**src/rtl/core/smn64_pkg.sv**
```systemverilog
package smn64_pkg;

  localparam int unsigned MAX_ROUNDS_DEF = 44;
  localparam int unsigned ROUNDS_THREE   = 42;
  localparam int unsigned ROUNDS_FOUR    = 44;
  localparam int unsigned KEY_WORDS_3    = 3;
  localparam int unsigned WORD_W         = 32;
  localparam int unsigned CFG_IDX_W      = 3;

  localparam logic [CFG_IDX_W-1:0] CFG_KEY0   = 3'd0;
  localparam logic [CFG_IDX_W-1:0] CFG_KEY1   = 3'd1;
  localparam logic [CFG_IDX_W-1:0] CFG_KEY2   = 3'd2;
  localparam logic [CFG_IDX_W-1:0] CFG_KEY3   = 3'd3;
  localparam logic [CFG_IDX_W-1:0] CFG_KEYLEN = 3'd4;

  localparam logic [2:0] KEYLEN_RST = 3'd4;

  // z sequences, index 0 is the first bit of the sequence
  localparam logic [0:61] Z_TWO =
    62'b10101111011100000011010010011000101000010001111110010110110011;
  localparam logic [0:61] Z_THREE =
    62'b11011011101011000110010111100000010010001010011100110100001111;

  typedef struct packed {
    logic              command;
    logic [WORD_W-1:0] left_word;
    logic [WORD_W-1:0] right_word;
  } smn64_in_t;

  typedef struct packed {
    logic [WORD_W-1:0] left_result;
    logic [WORD_W-1:0] right_result;
  } smn64_out_t;

  typedef enum logic [1:0] {
    ST_IDLE,
    ST_EXPAND,
    ST_RUN,
    ST_DONE
  } smn64_state_t;

  typedef struct packed {
    logic step;
    logic done;
  } smn64_kx_ctl_t;

  typedef struct packed {
    logic four;
    logic dirty;
  } smn64_kx_stat_t;

  typedef struct packed {
    logic load;
    logic rd_en;
    logic apply;
    logic wr_en;
    logic decrypt;
  } smn64_dp_ctl_t;

  function automatic logic [WORD_W-1:0] round_f(input logic [WORD_W-1:0] x);
    logic [WORD_W-1:0] r1;
    logic [WORD_W-1:0] r2;
    logic [WORD_W-1:0] r8;
    r1 = {x[30:0], x[31]};
    r2 = {x[29:0], x[31:30]};
    r8 = {x[23:0], x[31:24]};
    return (r1 & r8) ^ r2;
  endfunction

  function automatic logic [WORD_W-1:0] rotr3(input logic [WORD_W-1:0] x);
    return {x[2:0], x[31:3]};
  endfunction

  function automatic logic [WORD_W-1:0] rotr1(input logic [WORD_W-1:0] x);
    return {x[0], x[31:1]};
  endfunction

endpackage

```
**src/rtl/core/simon64_block_cipher_top.sv**
```systemverilog
// Channel | Valid     | Stall     | Payload
// in      | in_valid  | in_stall  | in_data  (command, left_word, right_word)
// out     | out_valid | out_stall | out_data (left_result, right_result)
// cfg     | cfg_wr_en | -         | cfg_index, cfg_wdata
//
// Each item runs R rounds (R = 44 rounds for four key words, 42 for three):
// one round per cycle through the shared round unit, fed by the round key RAM.
// The first item after reset or after any cfg write first fills the round key
// RAM with all R round keys, one key per cycle.
// Reset is synchronous, active low, with in_stall high. The output register lets
// the next item be accepted and worked on while a result is stalled on out.
module simon64_block_cipher_top #(
  parameter int unsigned MAX_ROUNDS = smn64_pkg::MAX_ROUNDS_DEF
) (
  input  logic                             clk,
  input  logic                             rst_n,
  input  logic                             in_valid,
  output logic                             in_stall,
  input  smn64_pkg::smn64_in_t             in_data,
  output logic                             out_valid,
  input  logic                             out_stall,
  output smn64_pkg::smn64_out_t            out_data,
  input  logic                             cfg_wr_en,
  input  logic [smn64_pkg::CFG_IDX_W-1:0]  cfg_index,
  input  logic [smn64_pkg::WORD_W-1:0]     cfg_wdata
);
  import smn64_pkg::*;

  localparam int unsigned CNT_W  = $clog2(MAX_ROUNDS + 1);
  localparam int unsigned ADDR_W = $clog2(MAX_ROUNDS);

  smn64_state_t   state_r;
  smn64_state_t   state_nxt;
  logic [CNT_W-1:0] cnt_r;
  logic [CNT_W-1:0] cnt_nxt;
  logic           dec_r;
  logic           out_valid_r;
  smn64_out_t     out_data_r;
  logic           in_acc;
  logic           out_free;
  logic [CNT_W-1:0] rounds;
  logic [CNT_W-1:0] rd_cnt;
  smn64_kx_ctl_t  kx_ctl;
  smn64_kx_stat_t kx_stat;
  smn64_dp_ctl_t  dp_ctl;
  logic [WORD_W-1:0] key_w;
  smn64_out_t     dp_res;

  assign rounds   = kx_stat.four ? CNT_W'(ROUNDS_FOUR) : CNT_W'(ROUNDS_THREE);
  assign in_acc   = in_valid && !in_stall;
  assign out_free = !out_valid_r || !out_stall;
  assign rd_cnt   = dec_r ? (rounds - CNT_W'(1) - cnt_r) : cnt_r;

  always_comb begin
    state_nxt = state_r;
    cnt_nxt   = cnt_r;
    unique case (state_r)
      ST_IDLE: begin
        cnt_nxt = '0;
        if (in_acc) begin
          state_nxt = kx_stat.dirty ? ST_EXPAND : ST_RUN;
        end
      end
      ST_EXPAND: begin
        if (cnt_r == rounds - CNT_W'(1)) begin
          state_nxt = ST_RUN;
          cnt_nxt   = '0;
        end else begin
          cnt_nxt = cnt_r + CNT_W'(1);
        end
      end
      ST_RUN: begin
        if (cnt_r == rounds) begin
          state_nxt = ST_DONE;
        end else begin
          cnt_nxt = cnt_r + CNT_W'(1);
        end
      end
      ST_DONE: begin
        if (out_free) begin
          state_nxt = ST_IDLE;
        end
      end
      default: state_nxt = ST_IDLE;
    endcase
  end

  always_comb begin
    in_stall       = 1'b1;
    kx_ctl.step    = 1'b0;
    kx_ctl.done    = 1'b0;
    dp_ctl.load    = 1'b0;
    dp_ctl.rd_en   = 1'b0;
    dp_ctl.apply   = 1'b0;
    dp_ctl.wr_en   = 1'b0;
    dp_ctl.decrypt = dec_r;
    unique case (state_r)
      ST_IDLE: begin
        in_stall    = !rst_n;
        dp_ctl.load = in_valid;
      end
      ST_EXPAND: begin
        kx_ctl.step  = 1'b1;
        dp_ctl.wr_en = 1'b1;
        kx_ctl.done  = (cnt_r == rounds - CNT_W'(1));
      end
      ST_RUN: begin
        dp_ctl.rd_en = (cnt_r != rounds);
        dp_ctl.apply = (cnt_r != '0);
      end
      ST_DONE: ;
      default: ;
    endcase
  end

  always_ff @(posedge clk) begin
    if (!rst_n) begin
      state_r <= ST_IDLE;
      cnt_r   <= '0;
    end else begin
      state_r <= state_nxt;
      cnt_r   <= cnt_nxt;
    end
  end

  always_ff @(posedge clk) begin
    if (in_acc) begin
      dec_r <= in_data.command;
    end
  end

  always_ff @(posedge clk) begin
    if (!rst_n) begin
      out_valid_r <= 1'b0;
    end else if (state_r == ST_DONE && out_free) begin
      out_valid_r <= 1'b1;
    end else if (!out_stall) begin
      out_valid_r <= 1'b0;
    end
  end

  always_ff @(posedge clk) begin
    if (state_r == ST_DONE && out_free) begin
      out_data_r <= dp_res;
    end
  end

  assign out_valid = out_valid_r;
  assign out_data  = out_data_r;

  smn64_keyexp #(
    .CNT_W(CNT_W)
  ) u_keyexp (
    .clk       (clk),
    .rst_n     (rst_n),
    .cfg_wr_en (cfg_wr_en),
    .cfg_index (cfg_index),
    .cfg_wdata (cfg_wdata),
    .ctl       (kx_ctl),
    .idx       (cnt_r),
    .stat      (kx_stat),
    .key_out   (key_w)
  );

  smn64_datapath #(
    .MAX_ROUNDS(MAX_ROUNDS),
    .ADDR_W    (ADDR_W)
  ) u_datapath (
    .clk     (clk),
    .ctl     (dp_ctl),
    .in_item (in_data),
    .wr_addr (cnt_r[ADDR_W-1:0]),
    .wr_data (key_w),
    .rd_addr (rd_cnt[ADDR_W-1:0]),
    .result  (dp_res)
  );

endmodule

```
**src/rtl/core/smn64_keyexp.sv**
```systemverilog
module smn64_keyexp #(
  parameter int unsigned CNT_W = 6
) (
  input  logic                               clk,
  input  logic                               rst_n,
  input  logic                               cfg_wr_en,
  input  logic [smn64_pkg::CFG_IDX_W-1:0]    cfg_index,
  input  logic [smn64_pkg::WORD_W-1:0]       cfg_wdata,
  input  smn64_pkg::smn64_kx_ctl_t           ctl,
  input  logic [CNT_W-1:0]                   idx,
  output smn64_pkg::smn64_kx_stat_t          stat,
  output logic [smn64_pkg::WORD_W-1:0]       key_out
);
  import smn64_pkg::*;

  logic [WORD_W-1:0] kw_r [4];
  logic [2:0]        keylen_r;
  logic              dirty_r;
  logic [WORD_W-1:0] win_r [4];
  logic              four;
  logic [CNT_W-1:0]  m;
  logic [5:0]        zi;
  logic [WORD_W-1:0] t0;
  logic [WORD_W-1:0] t1;
  logic              zb;
  logic [WORD_W-1:0] old_k;

  assign four = (keylen_r != 3'(KEY_WORDS_3));
  assign m    = four ? CNT_W'(4) : CNT_W'(KEY_WORDS_3);

  always_ff @(posedge clk) begin
    if (!rst_n) begin
      kw_r[0]  <= '0;
      kw_r[1]  <= '0;
      kw_r[2]  <= '0;
      kw_r[3]  <= '0;
      keylen_r <= KEYLEN_RST;
      dirty_r  <= 1'b1;
    end else begin
      if (cfg_wr_en) begin
        dirty_r <= 1'b1;
        unique case (cfg_index)
          CFG_KEY0:   kw_r[0]  <= cfg_wdata;
          CFG_KEY1:   kw_r[1]  <= cfg_wdata;
          CFG_KEY2:   kw_r[2]  <= cfg_wdata;
          CFG_KEY3:   kw_r[3]  <= cfg_wdata;
          CFG_KEYLEN: keylen_r <= cfg_wdata[2:0];
          default:    ;
        endcase
      end else if (ctl.done) begin
        dirty_r <= 1'b0;
      end
    end
  end

  always_comb begin
    zi    = 6'(idx - m);
    t0    = rotr3(win_r[0]) ^ (four ? win_r[2] : '0);
    t1    = t0 ^ rotr1(t0);
    zb    = four ? Z_THREE[zi] : Z_TWO[zi];
    old_k = four ? win_r[3] : win_r[2];
    if (idx < m) begin
      key_out = kw_r[idx[1:0]];
    end else begin
      key_out = ~old_k ^ t1 ^ {{(WORD_W-1){1'b0}}, zb} ^ WORD_W'(3);
    end
  end

  // window: entry 0 holds the newest round key
  always_ff @(posedge clk) begin
    if (ctl.step) begin
      win_r[0] <= key_out;
      win_r[1] <= win_r[0];
      win_r[2] <= win_r[1];
      win_r[3] <= win_r[2];
    end
  end

  assign stat.four  = four;
  assign stat.dirty = dirty_r;

endmodule

```
**src/rtl/core/smn64_datapath.sv**
```systemverilog
module smn64_datapath #(
  parameter int unsigned MAX_ROUNDS = 44,
  parameter int unsigned ADDR_W     = 6
) (
  input  logic                          clk,
  input  smn64_pkg::smn64_dp_ctl_t      ctl,
  input  smn64_pkg::smn64_in_t          in_item,
  input  logic [ADDR_W-1:0]             wr_addr,
  input  logic [smn64_pkg::WORD_W-1:0]  wr_data,
  input  logic [ADDR_W-1:0]             rd_addr,
  output smn64_pkg::smn64_out_t         result
);
  import smn64_pkg::*;

  logic [WORD_W-1:0] rk_mem [MAX_ROUNDS];
  logic [WORD_W-1:0] rk_q_r;
  logic [WORD_W-1:0] x_r;
  logic [WORD_W-1:0] y_r;

  always_ff @(posedge clk) begin
    if (ctl.wr_en) begin
      rk_mem[wr_addr] <= wr_data;
    end
  end

  always_ff @(posedge clk) begin
    if (ctl.rd_en) begin
      rk_q_r <= rk_mem[rd_addr];
    end
  end

  always_ff @(posedge clk) begin
    if (ctl.load) begin
      x_r <= in_item.left_word;
      y_r <= in_item.right_word;
    end else if (ctl.apply) begin
      if (ctl.decrypt) begin
        y_r <= x_r ^ round_f(y_r) ^ rk_q_r;
        x_r <= y_r;
      end else begin
        x_r <= y_r ^ round_f(x_r) ^ rk_q_r;
        y_r <= x_r;
      end
    end
  end

  assign result.left_result  = x_r;
  assign result.right_result = y_r;

endmodule
```
**config.mk**
```make
export PLATFORM = sky130hd
export DESIGN_NAME = simon64_block_cipher_top
export DESIGN_NICKNAME = d
export VERILOG_FILES = /design/src/rtl/core/smn64_pkg.sv /design/src/rtl/core/simon64_block_cipher_top.sv /design/src/rtl/core/smn64_keyexp.sv /design/src/rtl/core/smn64_datapath.sv
export SDC_FILE = /design/constraint.sdc
export NUM_CORES = 2
export LEC_CHECK = 0
export BUFFER_PORTS_ARGS = -buffer_cell sky130_fd_sc_hd__buf_2
export CELL_PAD_IN_SITES_DETAIL_PLACEMENT = 1
export CELL_PAD_IN_SITES_GLOBAL_PLACEMENT = 1
export CORE_ASPECT_RATIO = 2
export CORE_MARGIN = 4
export CORE_UTILIZATION = 50
export CTS_CLUSTER_DIAMETER = 60
export DETAILED_ROUTE_END_ITERATION = 10
export PLACE_DENSITY = 0.8
export SETUP_SLACK_MARGIN = 0.3
export SLEW_MARGIN = 20
export SYNTH_ARGS = -nofsm -noshare
export SYNTH_HDL_FRONTEND = slang
export SYNTH_HIERARCHICAL = 1
export SYNTH_SLANG_ARGS = --single-unit
```
**constraint.sdc**
```tcl
create_clock -name clk -period 14 [get_ports clk]
set_input_delay 0.7 -clock clk [delete_from_list [all_inputs] [get_ports clk]]
set_output_delay 0.7 -clock clk [all_outputs]
set_load 0.005 [all_outputs]
```
# Yosys cells after proc, flatten, opt, wreduce, memory -nomap -nowiden
# Memory sizes are Yosys's and may differ from the RTL's. A register that Yosys moved wholly into a read port is not among the register bits.
# Cells that the tools add are included.
# word_totals
mem_bits_ro,128
output_inout_bits,66
register_bits,142
wordCells,134
n_memories,5
ramBits,1664
in_bits,105
# mem_list
memory,words,width,rd,rd_ports_with_merged_regs,write_ports,line_no,rtl
u_datapath.rk_mem,44,32,1,1,1,smn64_datapath.sv:15,logic [WORD_W-1:0] rk_mem [MAX_ROUNDS];
u_keyexp.kw_r,4,32,1,1,4,smn64_keyexp.sv:16,logic [WORD_W-1:0] kw_r [4];
u_keyexp.win_r,4,32,4,0,4,smn64_keyexp.sv:19,logic [WORD_W-1:0] win_r [4];
(no name shown),64,1,1,0,0,smn64_keyexp.sv:60,zb = four ? Z_THREE[zi] : Z_TWO[zi];
(no name shown),64,1,1,0,0,smn64_keyexp.sv:60,
# classes
magnitude_cmp,2
muxes,60
n_eq_ne,17
addsub,4
n_reduce_logical,16
n_bitwise,20
# ops
cell,count
$mux 32,13
$xor 32x32->32,9
$and 32x32->32,2
$not 32->32,1
$xor 32x1->32,1
$mux 1,31
$mux 2,9
$mux 6,3
$pmux 6 s3,1
$eq 6x6->1,2
$sub 6x6->6,2
$ne 2x2->1 const B,5
$pmux 2 s4,1
$ge 7x7->1 const B,1
$not 6->7,1
$add 6x1->6 const B,1
$eq 3x2->1 const B,2
$lt 6x6->1,1
$mux 3,2
$ne 6x6->1,1
$reduce_bool 6->1,1
$sub 6x1->6 const B,1
$eq 2x2->1 const B,2
$logic_not 1->1,4
17 further kinds,22

# Depth between registers and ports, before layout
# depth
depth_word,11
mapped_depth,16

# By module
# Netlist, hierarchy kept.
# by_module_without_submodules
mod,n_inst,area_each_um2,cells_per_inst
smn64_datapath,1,59827.4,2932
smn64_keyexp,1,11731.3,778
simon64_block_cipher_top,1,2783.9,171

# Worst setup path before layout
# OpenSTA, ideal clock, no wires.
# synth_timing
path_type,register to register
startpoint,register state_r[1]
endpoint,memory u_datapath.rk_mem[21][0] (enable)
setup_time_ps,501
t_arrival_ps,7185
stages_incl_launch_ff,5
n_path_buf,0
setup_slack_ps,6314
cell_sequence,dfxtp_1 inv_1 ha_1 nand2_1 nor4_1
# synth_rtl
item,line_no,rtl
"start, declared",simon64_block_cipher_top.sv:32,smn64_state_t state_r;
"start signal, assigned",simon64_block_cipher_top.sv:121,state_r <= state_nxt;
"end, declared",smn64_datapath.sv:15,

# Worst setup path after layout
# layout_timing
startpoint,register cnt_r[1]
endpoint,"register u_datapath.rk_q_r[26] (read register of u_datapath.rk_mem), data pin"
# layout_between
elab_chain_cells,2
# layout_lines
item,line_no,rtl
"start, declared",simon64_block_cipher_top.sv:34,logic [CNT_W-1:0] cnt_r;
"start signal, assigned",simon64_block_cipher_top.sv:122,cnt_r <= cnt_nxt;
$sub 6x6->6,simon64_block_cipher_top.sv:52,assign rd_cnt = dec_r ? (rounds - CNT_W'(1) - cnt_r) : cnt_r;
$mux 6 (*),simon64_block_cipher_top.sv:52,
named net rd_cnt[1],simon64_block_cipher_top.sv:42,logic [CNT_W-1:0] rd_cnt;
"end, declared",smn64_datapath.sv:16,logic [WORD_W-1:0] rk_q_r;
# Mark *: on every way through the listed nets, which the timed path passes. The rest lies on a longest branch.
# A chain may end at the register's enable or synchronous reset.

==> results.json <==
{
  "drive_above_1_share_pct": 25.1,
  "antenna_found_initial": 7,
  "port_buffers": 170,
  "final_hold_viol_count": 0,
  "status": "finished clean",
  "synth_ff_type": "edfxtp_1",
  "synth_area_mm2": 0.0743,
  "yosysTopAreaCellShare_pct": 73.7,
  "start_util_pct": 50.4,
  "rsz0062_at_grt": "false",
  "post_drt_via_cell_ratio": 6.40,
  "slew_headroom_pct": 23.1,
  "irDropWorstVdd_v": 0.000129,
  "cp_slowest_stage_delay_ns": 0.83,
  "cp-start-kind": "register",
  "crit_family": "buffers and inverters",
  "synth_edf_count": 1825,
  "clk_latency_ns": 0.82,
  "synth_area_per_cell_um2": 19.2,
  "clk_pin_slew_worst_paths_ns": 0.07,
  "pre_cts_ws_ns": 8.44,
  "fin_skew_ns": 0.0773,
  "fin_setup_tns_ns": 0,
  "postCtsHoldBufs": 0,
  "detail-route-antenna-nets": 0,
  "tightestPinTransition_ns": 1.15,
  "routed_wl_um": 209000,
  "grt_util_met1_pct": 30.6,
  "syn_to_final_growth_pct": 12.8,
  "drc": 0,
  "fp.dieW_um": 281,
  "worst_path_max_delay_cell": "buf_4",
  "hp-class": "in2reg",
  "via_count": 39500,
  "ys_warn_count": 6,
  "hpwl_um": 123000,
  "num-fill-cells": 12900,
  "drtIter0Drc": 4532,
  "post_cts_resized": 0,
  "max_freq_ghz": 0.172,
  "grt-ovfl-total": 0,
  "cp_max_fo": 124,
  "post_cts_buffers": 0,
  "grt_pass1_wl_um": 300000,
  "wl_per_cell_um": 33.9,
  "gp_congestion": 0.835,
  "netlist-cell-type-count": 72,
  "die-height_um": 553,
  "dr.pass1.iters": 5,
  "num_rows": 199,
  "power_leakage_nw": 27.2,
  "crit_type": "reg2reg",
  "ios": 171,
  "min_period_ns": 5.82,
  "power_density_mw_per_mm2": 170,
  "worstPathRequired_ns": 14.59,
  "cts.path.max_buffers": 4,
  "grt_usage_pct": 26.7,
  "seq_area_frac_synth_pct": 74.1,
  "crit_buf_inv": 5,
  "cp-end-kind": "register",
  "crit_path_cell_trace": "buf_4 > inv_1 > ha_1 > a21oi_4 > buf_12 > buf_12 > buf_4 > mux2_2 > o22ai_1 > a221oi_1 > o22ai_1 > o31ai_1",
  "crit_arrival_ns": 6.41,
  "layout_commonest_cell": "edfxtp_1",
  "synth_area_leaders": "edfxtp_1, mux4_2, xnor2_1",
  "met3_usage_pct": 3.79,
  "dpl_cell_area_mm2": 0.0782,
  "drv_slew": 0,
  "final_cell_area_mm2": 0.0838,
  "grt_max_degree": 125,
  "layout_common_cells": "edfxtp_1, mux4_2, nand2_1, xnor2_1, clkbuf_16",
  "setup-violations-final": 0,
  "synth_nets": 4002,
  "cts_root_buf": "clkbuf_16",
  "max-cap-violations": 0,
  "synthCells": 3881,
  "numCtsBuffers": 167,
  "grt_pass1_vias": 42600,
  "setup_slack_ns": 8.18,
  "synth_top_cell_by_area": "edfxtp_1",
  "cts.sinks": 1838,
  "top_usage_layer": "met2",
  "gr-usage-met2_pct": 48.5,
  "async_flop_share_pct": 0,
  "cts_htree_levels": 4,
  "cts_tree": "done",
  "fp.dieArea_mm2": 0.155,
  "fin_util_pct": 56.9,
  "core_mm2": 0.147,
  "nNetsFinal": 4263,
  "ys_ff_latch": 1838,
  "post-route-period-util_pct": 41.5
}
## logic make-up (layout without fill, tap and decap cells)
family	count (synthesis)	in the layout	share of synthesized area [%]
mux	612	612	13.6
simple gates	559	559	3.63
xor+xnor	332	332	3.93
compound gates	316	316	3.00
other cells	0	1	0
buf+inv	208	594	1.49
fa+ha+maj	16	16	0.279
flops	1838	1838	74.1
## metrics by stage
step,instances,hold slack (ns),total power [mW]
floorplan,3881,0.400,8.88
detailed placement,5867,0.406,9.78
finish,6177,0.117,14.2
global placement,5864,0.401,9.64
global route,6177,0.0935,14.8
CTS,6161,0.0754,14.3
## state kept, by name (all words and copies together) (netlist names)
register	flops
out_data	64
u_keyexp/win_r	128
u_datapath/y_r	32
u_keyexp/keylen_r	3
u_datapath/rk_mem	1408
u_keyexp/kw_r	128
dec_r	1
out_valid	1
cnt_r	6
state_r	2
u_datapath/rk_q_r	32
u_keyexp/dirty_r	1
u_datapath/x_r	32
## worst reg2reg max path: stages, from the launching register on
cell      delay (ns)
dfxtp_2         0.32
buf_4           0.61
inv_1           0.20
ha_1            0.44
a21oi_4         0.19
buf_12          0.69
buf_12          0.59
buf_4           1.07
mux2_2          0.38
o22ai_1         0.09
a221oi_1        0.57
o22ai_1         0.17
o31ai_1         0.29
## synthesized netlist by cell type, types with 13 or more instances
| library cell | number |
|---|---|
| edfxtp_1 | 1825 |
| mux4_2 | 304 |
| nand2_1 | 234 |
| xnor2_1 | 232 |
| mux2i_1 | 163 |
| and2_1 | 130 |
| mux2_2 | 116 |
| xor2_1 | 98 |
| nor2_1 | 93 |
| a221oi_1 | 84 |
| clkbuf_1 | 78 |
| o21ai_0 | 65 |
| o22ai_1 | 62 |
| buf_2 | 47 |
| buf_4 | 29 |
| mux2_1 | 29 |
| o21ai_1 | 29 |
| and3_1 | 25 |
| o211ai_1 | 25 |
| buf_1 | 21 |
| buf_6 | 20 |
| ha_1 | 15 |
| dfxtp_1 | 13 |
| nand2b_1 | 13 |
| nand3_1 | 13 |
| o31ai_1 | 13 |
## metal layers
metal | share of wire, % | wire (µm)
met1 | 33 | 69400
met5 | 0.0057 | 12
met3 | 6.9 | 14400
met4 | 6.2 | 12900
met2 | 54 | 112000
## path summary, 6_finish.rpt
check                                  start                               to  slack, ns  cells past startpoint
max                    cnt_r[1]$_SDFFE_PN0P_  u_datapath/rk_q_r[26]$_DFFE_PP_       8.18                     12
min                              in_data[64]                  dec_r$_DFFE_PP_       0.12                      1
min reg2reg  u_keyexp/win_r[1][21]$_DFFE_PP_  u_keyexp/win_r[2][21]$_DFFE_PP_       0.37                      0
max reg2reg            cnt_r[1]$_SDFFE_PN0P_  u_datapath/rk_q_r[26]$_DFFE_PP_       8.18                     12
## power breakdown
group          switching, mW  internal [mW]  total [mW]
clock                   2.03           2.49        4.52
combinational           1.48           1.17        2.65
sequential             0.438           6.65        7.09
## final cells by class
type | count | area [µm²] | share of cell area, %
diodes | 1 | 2.50 | 0.00298
clock buffers | 197 | 4410 | 5.26
clock inverters | 97 | 872 | 1.04
inverters | 12 | 45.0 | 0.0537
multi-input cells | 1835 | 18900 | 22.6
flip-flops and latches | 1838 | 55100 | 65.7
well taps | 1909 | 2390 | 2.85
repair buffers | 288 | 2120 | 2.53
Power figures use the tool's default switching activity.
